## config.mk

```make
export PLATFORM = sky130hd
export DESIGN_NAME = energy_vad_gate_top_flat
export DESIGN_NICKNAME = d
export VERILOG_FILES = /design/src/rtl/evg_pkg.sv /design/src/rtl/evg_ifs.sv /design/src/rtl/evg_cfg.sv /design/src/rtl/evg_mac.sv /design/src/rtl/evg_div.sv /design/src/rtl/energy_vad_gate_top.sv /design/src/flat_wrapper.sv
export SDC_FILE = /design/constraint.sdc
export NUM_CORES = 1
export LEC_CHECK = 0
export BUFFER_PORTS_ARGS = -buffer_cell sky130_fd_sc_hd__clkbuf_2
export CORE_MARGIN = 3
export CORE_UTILIZATION = 35
export DETAILED_ROUTE_END_ITERATION = 10
export GPL_TIMING_DRIVEN = 1
export SETUP_SLACK_MARGIN = 0.4
export SYNTH_ARGS = -nofsm -noshare
export SYNTH_HDL_FRONTEND = slang
export SYNTH_HIERARCHICAL = 1
export SYNTH_SLANG_ARGS = --single-unit
```

## constraint.sdc

```tcl
create_clock -name clk -period 7.6 [get_ports clk]
set_input_delay 0 -clock clk [delete_from_list [all_inputs] [get_ports clk]]
set_output_delay 0 -clock clk [all_outputs]
set_load 0.05 [all_outputs]
```

## src/rtl/evg_pkg.sv

```systemverilog
`default_nettype none
package evg_pkg;

  // Frame and field geometry.
  localparam int MAX_FRAME = 1024;
  localparam int CNT_W     = $clog2(MAX_FRAME + 1);
  localparam int SMP_W     = 16;
  localparam int MAG_W     = 16;
  localparam int VAL_W     = 31;
  // A frame holds at most MAX_FRAME squares of at most 2^30 each.
  localparam int SUM_W     = 2 * MAG_W + CNT_W - 2;
  // The weighted noise sum is at most 100 * 2^30.
  localparam int FLOOR_W   = 38;
  localparam int ACC_W     = (SUM_W > FLOOR_W) ? SUM_W : FLOOR_W;
  localparam int ALPHA_W   = 7;
  localparam int RATIO_W   = 4;
  localparam int MUL_W     = MAG_W;
  localparam int DIV_W     = (CNT_W > ALPHA_W) ? CNT_W : ALPHA_W;
  localparam int PCT       = 100;

  // Configuration port.
  localparam int ADDR_W = 4;
  localparam int DATA_W = 32;
  localparam int IDX_W  = ADDR_W - 2;
  localparam logic [IDX_W-1:0] REG_ALPHA = IDX_W'(0);
  localparam logic [IDX_W-1:0] REG_RATIO = IDX_W'(1);
  localparam logic [IDX_W-1:0] REG_MIN   = IDX_W'(2);

  localparam logic [ALPHA_W-1:0] ALPHA_RST = ALPHA_W'(10);
  localparam logic [RATIO_W-1:0] RATIO_RST = RATIO_W'(2);
  localparam logic [VAL_W-1:0]   MIN_RST   = VAL_W'(10000);
  localparam logic [VAL_W-1:0]   NF_RST    = VAL_W'(10000);

  typedef struct packed {
    logic [ALPHA_W-1:0] alpha;
    logic [RATIO_W-1:0] ratio;
    logic [VAL_W-1:0]   min_thr;
  } cfg_t;

  typedef struct packed {
    logic             start;
    logic [ACC_W-1:0] acc_init;
    logic [ACC_W-1:0] mcand;
    logic [MUL_W-1:0] mult;
  } mac_req_t;

  typedef struct packed {
    logic             start;
    logic [ACC_W-1:0] dividend;
    logic [DIV_W-1:0] divisor;
  } div_req_t;

  typedef enum logic [3:0] {
    S_IDLE,
    S_SQ,
    S_DIV_GO,
    S_DIV_W,
    S_THR_W,
    S_FA_W,
    S_FB_W,
    S_F100_W,
    S_OUT
  } state_t;

endpackage
`default_nettype wire

```

## src/rtl/evg_ifs.sv

```systemverilog
`default_nettype none
interface evg_in_if;
  logic                            valid;
  logic                            ready;
  logic signed [evg_pkg::SMP_W-1:0] sample;
  logic                            last_of_frame;
  logic                            learn_noise;

  modport source (output valid, output sample, output last_of_frame,
                  output learn_noise, input ready);
  modport sink (input valid, input sample, input last_of_frame,
                input learn_noise, output ready);
endinterface

interface evg_out_if;
  logic                      valid;
  logic                      ready;
  logic                      is_speech;
  logic [evg_pkg::VAL_W-1:0] frame_energy;
  logic [evg_pkg::VAL_W-1:0] noise_level;
  logic                      frame_overflow;

  modport source (output valid, output is_speech, output frame_energy,
                  output noise_level, output frame_overflow, input ready);
  modport sink (input valid, input is_speech, input frame_energy,
                input noise_level, input frame_overflow, output ready);
endinterface
`default_nettype wire

```

## src/rtl/evg_cfg.sv

```systemverilog
`default_nettype none
module evg_cfg (
  input  wire logic                       clk,
  input  wire logic                       rst_n,
  input  wire logic                       psel,
  input  wire logic                       penable,
  input  wire logic                       pwrite,
  input  wire logic [evg_pkg::ADDR_W-1:0] paddr,
  input  wire logic [evg_pkg::DATA_W-1:0] pwdata,
  output      logic [evg_pkg::DATA_W-1:0] prdata,
  output      logic                       pready,
  output      evg_pkg::cfg_t              cfg
);

  evg_pkg::cfg_t                cfg_r;
  evg_pkg::cfg_t                cfg_nxt;
  logic [evg_pkg::IDX_W-1:0]    idx;

  assign idx    = paddr[evg_pkg::ADDR_W-1:2];
  assign pready = 1'b1;
  assign cfg    = cfg_r;

  always_comb begin
    cfg_nxt = cfg_r;
    if (psel && penable && pwrite) begin
      case (idx)
        evg_pkg::REG_ALPHA: cfg_nxt.alpha   = pwdata[evg_pkg::ALPHA_W-1:0];
        evg_pkg::REG_RATIO: cfg_nxt.ratio   = pwdata[evg_pkg::RATIO_W-1:0];
        evg_pkg::REG_MIN:   cfg_nxt.min_thr = pwdata[evg_pkg::VAL_W-1:0];
        default: ;
      endcase
    end
  end

  always_comb begin
    case (idx)
      evg_pkg::REG_ALPHA: prdata = evg_pkg::DATA_W'(cfg_r.alpha);
      evg_pkg::REG_RATIO: prdata = evg_pkg::DATA_W'(cfg_r.ratio);
      evg_pkg::REG_MIN:   prdata = evg_pkg::DATA_W'(cfg_r.min_thr);
      default:            prdata = '0;
    endcase
  end

  always_ff @(posedge clk) begin
    if (!rst_n) begin
      cfg_r.alpha   <= evg_pkg::ALPHA_RST;
      cfg_r.ratio   <= evg_pkg::RATIO_RST;
      cfg_r.min_thr <= evg_pkg::MIN_RST;
    end else begin
      cfg_r <= cfg_nxt;
    end
  end

endmodule
`default_nettype wire

```

## src/rtl/evg_mac.sv

```systemverilog
`default_nettype none
module evg_mac (
  input  wire logic                      clk,
  input  wire logic                      rst_n,
  input  wire evg_pkg::mac_req_t         req,
  output      logic                      done,
  output      logic [evg_pkg::ACC_W-1:0] acc
);

  localparam int STEP_W = $clog2(evg_pkg::MUL_W);

  logic [evg_pkg::ACC_W-1:0] mcand_r, mcand_nxt;
  logic [evg_pkg::MUL_W-1:0] mult_r, mult_nxt;
  logic [evg_pkg::ACC_W-1:0] acc_r, acc_nxt;
  logic [STEP_W-1:0]         step_r, step_nxt;
  logic                      busy_r, busy_nxt;
  logic                      done_r, done_nxt;

  assign done = done_r;
  assign acc  = acc_r;

  // Shift-and-add: one multiplier bit per cycle, low bit first.
  always_comb begin
    mcand_nxt = mcand_r;
    mult_nxt  = mult_r;
    acc_nxt   = acc_r;
    step_nxt  = step_r;
    busy_nxt  = busy_r;
    done_nxt  = 1'b0;
    if (req.start) begin
      mcand_nxt = req.mcand;
      mult_nxt  = req.mult;
      acc_nxt   = req.acc_init;
      step_nxt  = '0;
      busy_nxt  = 1'b1;
    end else if (busy_r) begin
      if (mult_r[0]) begin
        acc_nxt = acc_r + mcand_r;
      end
      mcand_nxt = {mcand_r[evg_pkg::ACC_W-2:0], 1'b0};
      mult_nxt  = {1'b0, mult_r[evg_pkg::MUL_W-1:1]};
      step_nxt  = step_r + STEP_W'(1);
      if (step_r == STEP_W'(evg_pkg::MUL_W - 1)) begin
        busy_nxt = 1'b0;
        done_nxt = 1'b1;
      end
    end
  end

  always_ff @(posedge clk) begin
    if (!rst_n) begin
      busy_r <= 1'b0;
      done_r <= 1'b0;
      step_r <= '0;
    end else begin
      busy_r <= busy_nxt;
      done_r <= done_nxt;
      step_r <= step_nxt;
    end
    mcand_r <= mcand_nxt;
    mult_r  <= mult_nxt;
    acc_r   <= acc_nxt;
  end

endmodule
`default_nettype wire

```

## src/rtl/evg_div.sv

```systemverilog
`default_nettype none
module evg_div (
  input  wire logic                      clk,
  input  wire logic                      rst_n,
  input  wire evg_pkg::div_req_t         req,
  output      logic                      done,
  output      logic [evg_pkg::ACC_W-1:0] quot
);

  localparam int STEP_W = $clog2(evg_pkg::ACC_W);

  logic [evg_pkg::DIV_W-1:0] rem_r, rem_nxt;
  logic [evg_pkg::ACC_W-1:0] quo_r, quo_nxt;
  logic [evg_pkg::DIV_W-1:0] dvs_r, dvs_nxt;
  logic [STEP_W-1:0]         step_r, step_nxt;
  logic                      busy_r, busy_nxt;
  logic                      done_r, done_nxt;
  logic [evg_pkg::DIV_W:0]   shifted;
  logic [evg_pkg::DIV_W:0]   diff;

  assign done = done_r;
  assign quot = quo_r;

  // Restoring division, one quotient bit per cycle. The dividend shifts out
  // of the top of the quotient register while quotient bits enter below.
  assign shifted = {rem_r, quo_r[evg_pkg::ACC_W-1]};
  assign diff    = shifted - {1'b0, dvs_r};

  always_comb begin
    rem_nxt  = rem_r;
    quo_nxt  = quo_r;
    dvs_nxt  = dvs_r;
    step_nxt = step_r;
    busy_nxt = busy_r;
    done_nxt = 1'b0;
    if (req.start) begin
      rem_nxt  = '0;
      quo_nxt  = req.dividend;
      dvs_nxt  = req.divisor;
      step_nxt = '0;
      busy_nxt = 1'b1;
    end else if (busy_r) begin
      if (!diff[evg_pkg::DIV_W]) begin
        rem_nxt = diff[evg_pkg::DIV_W-1:0];
        quo_nxt = {quo_r[evg_pkg::ACC_W-2:0], 1'b1};
      end else begin
        rem_nxt = shifted[evg_pkg::DIV_W-1:0];
        quo_nxt = {quo_r[evg_pkg::ACC_W-2:0], 1'b0};
      end
      step_nxt = step_r + STEP_W'(1);
      if (step_r == STEP_W'(evg_pkg::ACC_W - 1)) begin
        busy_nxt = 1'b0;
        done_nxt = 1'b1;
      end
    end
  end

  always_ff @(posedge clk) begin
    if (!rst_n) begin
      busy_r <= 1'b0;
      done_r <= 1'b0;
      step_r <= '0;
    end else begin
      busy_r <= busy_nxt;
      done_r <= done_nxt;
      step_r <= step_nxt;
    end
    rem_r <= rem_nxt;
    quo_r <= quo_nxt;
    dvs_r <= dvs_nxt;
  end

endmodule
`default_nettype wire

```

## src/rtl/energy_vad_gate_top.sv

```systemverilog
// Frame energy voice activity gate.
// Samples enter on in_if (valid/ready); the last sample of a frame carries
// last_of_frame, and learn_noise on that sample turns the frame into a noise
// learning frame. One item per frame leaves on out_if (valid/ready) with the
// speech flag, mean energy, current noise floor and the overflow flag.
// Each sample's square is formed by a shift-and-add multiplier that
// retires one bit per cycle over 16 bits, and no new sample is taken
// until it is done. At frame end the mean comes from a restoring divider
// that retires one bit per cycle (41 steps). A decision frame then takes a
// 16-step threshold multiply. A learning frame takes two 16-step multiplies
// and a second 41-step divide by 100. When the last sample itself is
// dropped, its square is skipped. Samples beyond 1024 in one frame are
// dropped and flagged.
// The result sits in an output register; new samples are taken while it
// waits, and only the next frame end stalls until the receiver takes it.
// The user writes configuration through the APB port only while the block is
// idle; the block does not enforce this. Synchronous reset restores register
// defaults, noise floor 10000, and clears the partial frame and output valid.
`default_nettype none
module energy_vad_gate_top (
  input  wire logic                       clk,
  input  wire logic                       rst_n,
  evg_in_if.sink                          in_if,
  evg_out_if.source                       out_if,
  input  wire logic                       psel,
  input  wire logic                       penable,
  input  wire logic                       pwrite,
  input  wire logic [evg_pkg::ADDR_W-1:0] paddr,
  input  wire logic [evg_pkg::DATA_W-1:0] pwdata,
  output      logic [evg_pkg::DATA_W-1:0] prdata,
  output      logic                       pready
);

  evg_pkg::cfg_t     cfg;
  evg_pkg::mac_req_t mac_req;
  evg_pkg::div_req_t div_req;
  logic                      mac_done;
  logic [evg_pkg::ACC_W-1:0] mac_acc;
  logic                      div_done;
  logic [evg_pkg::ACC_W-1:0] div_quot;

  evg_pkg::state_t state_r, state_nxt;

  logic [evg_pkg::SUM_W-1:0] sum_r, sum_nxt;
  logic [evg_pkg::CNT_W-1:0] count_r, count_nxt;
  logic                      ovf_r, ovf_nxt;
  logic                      last_r, last_nxt;
  logic                      learn_r, learn_nxt;
  logic [evg_pkg::VAL_W-1:0] mean_r, mean_nxt;
  logic [evg_pkg::VAL_W-1:0] nf_r, nf_nxt;
  logic                      speech_r, speech_nxt;

  logic                      out_valid_r, out_valid_nxt;
  logic                      out_speech_r, out_speech_nxt;
  logic [evg_pkg::VAL_W-1:0] out_energy_r, out_energy_nxt;
  logic [evg_pkg::VAL_W-1:0] out_noise_r, out_noise_nxt;
  logic                      out_ovf_r, out_ovf_nxt;

  logic                        accept;
  logic                        room;
  logic                        out_free;
  logic [evg_pkg::MAG_W-1:0]   mag;
  logic [evg_pkg::ALPHA_W-1:0] alpha_sat;
  logic [evg_pkg::ALPHA_W-1:0] beta;

  evg_cfg u_cfg (
    .clk     (clk),
    .rst_n   (rst_n),
    .psel    (psel),
    .penable (penable),
    .pwrite  (pwrite),
    .paddr   (paddr),
    .pwdata  (pwdata),
    .prdata  (prdata),
    .pready  (pready),
    .cfg     (cfg)
  );

  evg_mac u_mac (
    .clk   (clk),
    .rst_n (rst_n),
    .req   (mac_req),
    .done  (mac_done),
    .acc   (mac_acc)
  );

  evg_div u_div (
    .clk   (clk),
    .rst_n (rst_n),
    .req   (div_req),
    .done  (div_done),
    .quot  (div_quot)
  );

  assign in_if.ready = (state_r == evg_pkg::S_IDLE);
  assign accept      = in_if.valid && in_if.ready;
  assign room        = count_r < evg_pkg::CNT_W'(evg_pkg::MAX_FRAME);
  assign out_free    = !out_valid_r || out_if.ready;

  // Two's complement magnitude; the most negative sample maps to 0x8000.
  assign mag = in_if.sample[evg_pkg::SMP_W-1] ?
               (~in_if.sample + evg_pkg::SMP_W'(1)) : in_if.sample;

  assign alpha_sat = (cfg.alpha > evg_pkg::ALPHA_W'(evg_pkg::PCT)) ?
                     evg_pkg::ALPHA_W'(evg_pkg::PCT) : cfg.alpha;
  assign beta      = evg_pkg::ALPHA_W'(evg_pkg::PCT) - alpha_sat;

  assign out_if.valid          = out_valid_r;
  assign out_if.is_speech      = out_speech_r;
  assign out_if.frame_energy   = out_energy_r;
  assign out_if.noise_level    = out_noise_r;
  assign out_if.frame_overflow = out_ovf_r;

  // Next state.
  always_comb begin
    state_nxt = state_r;
    case (state_r)
      evg_pkg::S_IDLE: begin
        if (accept) begin
          if (room) begin
            state_nxt = evg_pkg::S_SQ;
          end else if (in_if.last_of_frame) begin
            state_nxt = evg_pkg::S_DIV_GO;
          end
        end
      end
      evg_pkg::S_SQ: begin
        if (mac_done) begin
          state_nxt = last_r ? evg_pkg::S_DIV_GO : evg_pkg::S_IDLE;
        end
      end
      evg_pkg::S_DIV_GO: state_nxt = evg_pkg::S_DIV_W;
      evg_pkg::S_DIV_W: begin
        if (div_done) begin
          state_nxt = learn_r ? evg_pkg::S_FA_W : evg_pkg::S_THR_W;
        end
      end
      evg_pkg::S_THR_W: begin
        if (mac_done) begin
          state_nxt = evg_pkg::S_OUT;
        end
      end
      evg_pkg::S_FA_W: begin
        if (mac_done) begin
          state_nxt = evg_pkg::S_FB_W;
        end
      end
      evg_pkg::S_FB_W: begin
        if (mac_done) begin
          state_nxt = evg_pkg::S_F100_W;
        end
      end
      evg_pkg::S_F100_W: begin
        if (div_done) begin
          state_nxt = evg_pkg::S_OUT;
        end
      end
      evg_pkg::S_OUT: begin
        if (out_free) begin
          state_nxt = evg_pkg::S_IDLE;
        end
      end
      default: state_nxt = evg_pkg::S_IDLE;
    endcase
  end

  // Unit requests and datapath updates.
  always_comb begin
    mac_req        = '0;
    div_req        = '0;
    sum_nxt        = sum_r;
    count_nxt      = count_r;
    ovf_nxt        = ovf_r;
    last_nxt       = last_r;
    learn_nxt      = learn_r;
    mean_nxt       = mean_r;
    nf_nxt         = nf_r;
    speech_nxt     = speech_r;
    out_valid_nxt  = out_valid_r && !out_if.ready;
    out_speech_nxt = out_speech_r;
    out_energy_nxt = out_energy_r;
    out_noise_nxt  = out_noise_r;
    out_ovf_nxt    = out_ovf_r;
    case (state_r)
      evg_pkg::S_IDLE: begin
        if (accept) begin
          last_nxt  = in_if.last_of_frame;
          learn_nxt = in_if.learn_noise;
          if (room) begin
            mac_req.start    = 1'b1;
            mac_req.acc_init = evg_pkg::ACC_W'(sum_r);
            mac_req.mcand    = evg_pkg::ACC_W'(mag);
            mac_req.mult     = mag;
            count_nxt        = count_r + evg_pkg::CNT_W'(1);
          end else begin
            ovf_nxt = 1'b1;
          end
        end
      end
      evg_pkg::S_SQ: begin
        if (mac_done) begin
          sum_nxt = mac_acc[evg_pkg::SUM_W-1:0];
        end
      end
      evg_pkg::S_DIV_GO: begin
        div_req.start    = 1'b1;
        div_req.dividend = evg_pkg::ACC_W'(sum_r);
        div_req.divisor  = evg_pkg::DIV_W'(count_r);
      end
      evg_pkg::S_DIV_W: begin
        if (div_done) begin
          mean_nxt      = div_quot[evg_pkg::VAL_W-1:0];
          mac_req.start = 1'b1;
          if (learn_r) begin
            mac_req.mcand = evg_pkg::ACC_W'(div_quot[evg_pkg::VAL_W-1:0]);
            mac_req.mult  = evg_pkg::MUL_W'(alpha_sat);
          end else begin
            mac_req.mcand = evg_pkg::ACC_W'(nf_r);
            mac_req.mult  = evg_pkg::MUL_W'(cfg.ratio);
          end
        end
      end
      evg_pkg::S_THR_W: begin
        if (mac_done) begin
          // Above both the scaled floor and the hard minimum.
          speech_nxt = (evg_pkg::ACC_W'(mean_r) > mac_acc) && (mean_r > cfg.min_thr);
        end
      end
      evg_pkg::S_FA_W: begin
        if (mac_done) begin
          mac_req.start    = 1'b1;
          mac_req.acc_init = mac_acc;
          mac_req.mcand    = evg_pkg::ACC_W'(nf_r);
          mac_req.mult     = evg_pkg::MUL_W'(beta);
        end
      end
      evg_pkg::S_FB_W: begin
        if (mac_done) begin
          div_req.start    = 1'b1;
          div_req.dividend = mac_acc;
          div_req.divisor  = evg_pkg::DIV_W'(evg_pkg::PCT);
        end
      end
      evg_pkg::S_F100_W: begin
        if (div_done) begin
          nf_nxt     = div_quot[evg_pkg::VAL_W-1:0];
          speech_nxt = 1'b0;
        end
      end
      evg_pkg::S_OUT: begin
        if (out_free) begin
          out_valid_nxt  = 1'b1;
          out_speech_nxt = speech_r;
          out_energy_nxt = mean_r;
          out_noise_nxt  = nf_r;
          out_ovf_nxt    = ovf_r;
          sum_nxt        = '0;
          count_nxt      = '0;
          ovf_nxt        = 1'b0;
        end
      end
      default: ;
    endcase
  end

  always_ff @(posedge clk) begin
    if (!rst_n) begin
      state_r     <= evg_pkg::S_IDLE;
      sum_r       <= '0;
      count_r     <= '0;
      ovf_r       <= 1'b0;
      nf_r        <= evg_pkg::NF_RST;
      out_valid_r <= 1'b0;
    end else begin
      state_r     <= state_nxt;
      sum_r       <= sum_nxt;
      count_r     <= count_nxt;
      ovf_r       <= ovf_nxt;
      nf_r        <= nf_nxt;
      out_valid_r <= out_valid_nxt;
    end
    last_r       <= last_nxt;
    learn_r      <= learn_nxt;
    mean_r       <= mean_nxt;
    speech_r     <= speech_nxt;
    out_speech_r <= out_speech_nxt;
    out_energy_r <= out_energy_nxt;
    out_noise_r  <= out_noise_nxt;
    out_ovf_r    <= out_ovf_nxt;
  end

endmodule
`default_nettype wire
```

## src/flat_wrapper.sv

```systemverilog
// flat-port wrapper written by rule: the top's interface ports become plain ports
module energy_vad_gate_top_flat 
  (clk, rst_n, psel, penable, pwrite, paddr, pwdata, prdata, pready, in_if_valid, in_if_sample, in_if_last_of_frame, in_if_learn_noise, in_if_ready, out_if_valid, out_if_is_speech, out_if_frame_energy, out_if_noise_level, out_if_frame_overflow, out_if_ready);
  evg_in_if in_if_i ();
  evg_out_if out_if_i ();
  input  wire logic clk;
  input  wire logic rst_n;
  input  wire logic psel;
  input  wire logic penable;
  input  wire logic pwrite;
  input  wire logic [evg_pkg::ADDR_W-1:0] paddr;
  input  wire logic [evg_pkg::DATA_W-1:0] pwdata;
  output      logic [evg_pkg::DATA_W-1:0] prdata;
  output      logic pready;
  input wire logic [$bits(in_if_i.valid)-1:0] in_if_valid;
  input wire logic [$bits(in_if_i.sample)-1:0] in_if_sample;
  input wire logic [$bits(in_if_i.last_of_frame)-1:0] in_if_last_of_frame;
  input wire logic [$bits(in_if_i.learn_noise)-1:0] in_if_learn_noise;
  output wire logic [$bits(in_if_i.ready)-1:0] in_if_ready;
  output wire logic [$bits(out_if_i.valid)-1:0] out_if_valid;
  output wire logic [$bits(out_if_i.is_speech)-1:0] out_if_is_speech;
  output wire logic [$bits(out_if_i.frame_energy)-1:0] out_if_frame_energy;
  output wire logic [$bits(out_if_i.noise_level)-1:0] out_if_noise_level;
  output wire logic [$bits(out_if_i.frame_overflow)-1:0] out_if_frame_overflow;
  input wire logic [$bits(out_if_i.ready)-1:0] out_if_ready;
  assign in_if_i.valid = in_if_valid;
  assign in_if_i.sample = in_if_sample;
  assign in_if_i.last_of_frame = in_if_last_of_frame;
  assign in_if_i.learn_noise = in_if_learn_noise;
  assign in_if_ready = in_if_i.ready;
  assign out_if_valid = out_if_i.valid;
  assign out_if_is_speech = out_if_i.is_speech;
  assign out_if_frame_energy = out_if_i.frame_energy;
  assign out_if_noise_level = out_if_i.noise_level;
  assign out_if_frame_overflow = out_if_i.frame_overflow;
  assign out_if_i.ready = out_if_ready;
  energy_vad_gate_top u_core (.clk(clk), .rst_n(rst_n), .in_if(in_if_i), .out_if(out_if_i), .psel(psel), .penable(penable), .pwrite(pwrite), .paddr(paddr), .pwdata(pwdata), .prdata(prdata), .pready(pready));
endmodule
```

; ---- Yosys cells after proc, flatten, opt, wreduce, memory -nomap -nowiden
; Index checks and enable logic that the tools add are counted.
[word_totals]
regBits = 404
inputBits = 61
out_inout_bits = 99
elab_cells = 163
[classes]
n_addsub = 7
order_cmp = 4
eq_ne = 24
muxes = 62
bitwise = 4
n_reduce_logical = 33
[ops]
columns = op, n
row1 = two-way mux 41 bit, 9
row2 = two-way mux 99 bit, 3
row3 = one-hot mux 57 bit (3 select lines), 1
row4 = one-hot mux 41 bit (2 select lines), 2
row5 = one-hot mux 53 bit (2 select lines), 1
row6 = two-way mux 47 bit, 2
row7 = one-hot mux 31 bit (3 select lines), 1
row8 = two-way mux 53 bit, 1
row9 = two-way mux 16 bit, 3
row10 = two-way mux 11 bit, 4
row11 = adder 41 bit, 1
row12 = > comparator 31 x 41 -> 1 bit, 1
row13 = two-way mux 4 bit, 10
row14 = one-hot mux 4 bit (9 select lines), 1
row15 = > comparator 31 bit, 1
row16 = one-hot mux 11 bit (2 select lines), 1
row17 = two-way mux 1 bit, 18
row18 = "!= test 2 bit, second input constant", 9
row19 = "adder 16 x 2 -> 16 bit, second input constant", 1
row20 = "== test 4 x 3 -> 1 bit, second input constant", 4
row21 = inverter 16 bit, 1
row22 = AND reduction 2 bit, 7
row23 = nonzero test 2 bit, 6
row24 = subtractor 12 x 11 -> 12 bit, 1
row25 = other kinds (29), 45

; ---- Longest topological paths before layout
[logic_depth]
ltp_word = 8
mapped_depth = 12
mapped_depth_nobuf = 10

; ---- Hierarchy
; Netlist, hierarchy kept.
[by_module_without_submodules]
columns = mod, n_inst, cells_per_inst, area_per_inst_um2, seq_area_each_um2
row1 = energy_vad_gate_top, 1, 1066, 10017.1, 4724.5
row2 = evg_mac, 1, 600, 6580.1, 3062.9
row3 = evg_div, 1, 292, 3560.9, 1941.9
row4 = evg_cfg, 1, 230, 2033.2, 840.8

; ---- Worst setup path before layout
; No wires, ideal clock.
[synth_path]
path_kind = register -> register
startpoint = register u_core.state_r[2]
endpoint = register u_core.out_energy_r, in the netlist u_core/out_if.frame_energy[0], enable pin
setup_ns = 0.486
arrival_time_ns = 3.852
t_required_ns = 7.114
slack_ns = 3.262
path_stages_with_launch = 6
path_buffers = 2
synth_period_minus_slack_ns = 4.338
cell_sequence = dfxtp_1 -> buf_2 -> nor3_1 -> nand2_1 -> clkbuf_1 -> nor2_1
[synth_via]
elab_chain_cells = 2
[synth_lines]
columns = item, line_no
row1 = start: declaration, energy_vad_gate_top.sv:42  ; evg_pkg::state_t state_r, state_nxt;
row2 = start signal: assignment, energy_vad_gate_top.sv:268  ; state_r <= evg_pkg::S_IDLE;
row3 = start signal: assignment, energy_vad_gate_top.sv:275  ; state_r <= state_nxt;
row4 = == test 4 bit, energy_vad_gate_top.sv:184  ; case (state_r)
row5 = AND reduction 2 bit (no source line), n/a
row6 = end signal: assignment, energy_vad_gate_top.sv:287  ; out_energy_r <= out_energy_nxt;
row7 = end: declaration, energy_vad_gate_top.sv:55  ; logic [evg_pkg::VAL_W-1:0] out_energy_r, out_energy_nxt;
; Every way passes these cells.
; A chain may end at the register's enable or synchronous reset.

==> qor.yml <==
reg2reg_slack_ns: 3.45
drtPass1Iterations: 6
slowest_stage: "nand2_2"
drcViolationCount: 0
cts_resized: 0
grt_max_degree: 100
final_util_pct: 41.2
critical_path.max_fanout: 66
start_util_pct: 35.7
yosys_warnings: 6
finalCritPeriodShare_pct: 54.6
hold_depth: 3
port_buffers: 154
first_global_vias: 17000
rsz0062_at_grt: "no"
cp_slowest_stage_delay_ns: 0.76
core_area_mm2: 0.0622
wl_met2_um: 29000
avgSynthCellArea_um2: 10.1
ys_ff_latch: 404
routed_wl_um: 60700
yosysMostFrequentCell: "nand2_1"
dieArea_mm2: 0.0665
cts_buffers: 44
min_from: "paddr[3]"
met3_length_um: 3320
synth-edff-count: 248
fin_crit_ns: 4.15
syn_area_mm2: 0.0222
via_count: 17300
syn_inst: 2188
critical_path.cell_chain: "nand2b_1 -> or3_1 -> buf_4 -> nand3_4 -> inv_1 -> nand2_2"
max_freq_mhz: 241
area_delta_synth_final_pct: 15.4
max-vdd-ir-drop_mv: 0.183
hold_violations: 0
outcome: "complete, no violations"
clockBufferDepth: 3
drt_iter0_drc: 1398
finalSetupViolCount: 0
dp_hpwl_um: 41200
hp-class: "in -> reg"
track_usage_pct: 17.8
clk_latency_ns: 0.57
synthDistinctLibCells: 96
routedWlPerCell_um: 18.9
rows: 91
synth_top_area_share_pct: 33.6
worstPathRequired_ns: 7.64
p_per_area_mw_per_mm2: 363
holdPathEnd: "u_core/u_cfg/cfg[41]"
crit_arrival_ns: 4.19
maxCapViolCount: 0
power.leakage_nw: 9.69
ctsRootBufferMaster: "clkbuf_16"
critPathKind: "reg -> reg"
endpoint_kind: "flip-flop"
cts_htree_levels: 2
cts_tree: "built"
rr_startpoint: "u_core/state_r[1]"
via_per_inst: 5.37
die-height_um: 258
dr.max_layer_used: "met4"
grt_pass1_wl_um: 95300
drv_slew: 0
ys_async_sr_fraction_pct: 0
r2r-end: "u_core/u_mac/acc[26]"
cts.clk_slew.worst_paths_ns: 0.06
boundaryPins: 160
clock-sinks: 404
skew_ns: 0.0113
ys_top_cells_by_area: "edfxtp_1 (34%), dfxtp_1 (14%), ha_1 (6.7%)"
wl_met1_um: 27200
ys_top_cells_by_count: "nand2_1 (328), edfxtp_1 (248), dfxtp_1 (156), ha_1 (119), o21ai_0 (112)"
n_antenna_cell: 0
gp_congestion: 0.911
overflow: 0
worst_pin_slew_ns: 1.18
r2r_cells: 6
startpoint_type: "flip-flop"
drive_above_1_share_pct: 16.2
ys.flop_type: "edfxtp_1"
fin_setup_tns_ns: 0
slew_headroom_pct: 21.0
fp.dieW_um: 258
fin_nets: 2522
antenna_found_initial: 0
drtAntennaViolNets: 0
fillers: 6063
yosysTopAreaCell: "edfxtp_1"
ys_seq_area_share_pct: 47.6
-- routing by layer --
metal / track usage [%] / up-vias
met1: 23.6 / 8429
met4: 4.73 / 0
met5: 0 / -
met2: 30.5 / 506
li1: - / 8247
met3: 2.33 / 78
-- worst max path at each step --
stage,cells after the start,from,end
2_1_floorplan,5,u_core/state_r[2],u_core/out_if.frame_energy[0]
3_3_place_gp,6,u_core/state_r[1],u_core/u_mac/acc[20]
3_5_place_dp,6,u_core/state_r[1],u_core/u_mac/acc[26]
4_1_cts,6,u_core/state_r[1],u_core/u_mac/acc[27]
5_1_grt,6,u_core/state_r[1],u_core/u_mac/acc[27]
6_report,6,u_core/state_r[1],u_core/u_mac/acc[26]
-- cell families after synthesis --
kind of cell	share of synthesized area, %
AOI/OAI and AO/OA	16.2
buffers and inverters	4.33
and+or+nand+nor	14.8
adders and majority gates	6.89
DFF	47.6
xor gates and xnor gates	2.76
muxes	7.27
other	0.0507
-- registers in the layout (all words and copies together) (netlist names), 4 cells and up --
signal	cells
u_core/state_r	4
u_core/u_mac/mult_r	16
u_core/mean_r	31
u_core/u_div/dvs_r	11
u_core/sum_r	41
u_core/u_mac/acc	41
u_core/nf_r	31
u_core/out_if.noise_level	31
u_core/u_mac/step_r	4
u_core/u_cfg/cfg	42
u_core/count_r	11
u_core/out_if.frame_energy	31
u_core/u_mac/mcand_r	41
u_core/u_div/rem_r	11
u_core/u_div/step_r	6
u_core/u_div/quot	41
-- placed cells by master, fill, tap and decap left out, types with 17 or more instances in the layout --
| cell | n |
|---|---|
| inv_1 | 106 |
| buf_4 | 20 |
| a21oi_1 | 77 |
| a21o_1 | 35 |
| nor2_1 | 105 |
| mux2_2 | 97 |
| edfxtp_1 | 248 |
| nand3_1 | 83 |
| mux2i_1 | 52 |
| dfxtp_1 | 156 |
| a21boi_0 | 64 |
| xnor2_1 | 33 |
| nand2_1 | 326 |
| nand4_1 | 28 |
| xor2_1 | 37 |
| and2_1 | 36 |
| ha_1 | 119 |
| dlygate4sd3_1 | 44 |
| o21ai_0 | 111 |
| clkbuf_16 | 46 |
| a22o_1 | 67 |
| nor2b_1 | 17 |
| clkbuf_2 | 153 |
-- power breakdown --
group          total [mW]  switching, mW  internal, mW
clock                2.17          0.885          1.29
sequential           3.37          0.380          2.99
combinational        3.76           2.25          1.51
total                9.31           3.52          5.79
-- worst max-delay path, delay by kind of cell (launching register included) --
family / cells / cell delay (ns)
AND/OR/NAND/NOR: 4 / 1.88
flip-flops: 1 / 0.66
buffers and inverters: 2 / 1.00
-- what timing repair did --
item                                    in CTS  in global routing
endpoints found under the hold margin       52                  0
endpoints found under the setup margin       0                  0
hold buffers                                44                  0
setup buffers                                0                  0
-- through the flow --
step	instances	power [mW]	setup slack (ns)	hold slack [ns]	area, um2
finish	3212	9.31	3.45	0.0432	25600
global route	3212	9.89	3.07	0.0384	25600
CTS	3211	9.32	3.44	0.00377	25600
detailed placement	3086	7.08	3.46	0.181	23700
global placement	3086	7.00	3.59	0.182	23700
floorplan	2197	6.13	3.26	0.0989	22200
-- layout make-up --
cell class / count / area [um2] / share of cell area (%)
clock buffers: 65 / 1300 / 5.09
inverters: 108 / 405 / 1.58
flip-flops and latches: 404 / 10600 / 41.3
repair buffers: 218 / 1360 / 5.31
multi-input cells: 1564 / 10800 / 42.0
clock inverters: 16 / 164 / 0.640
well taps: 837 / 1050 / 4.09
(Power assumes the default switching activity.)
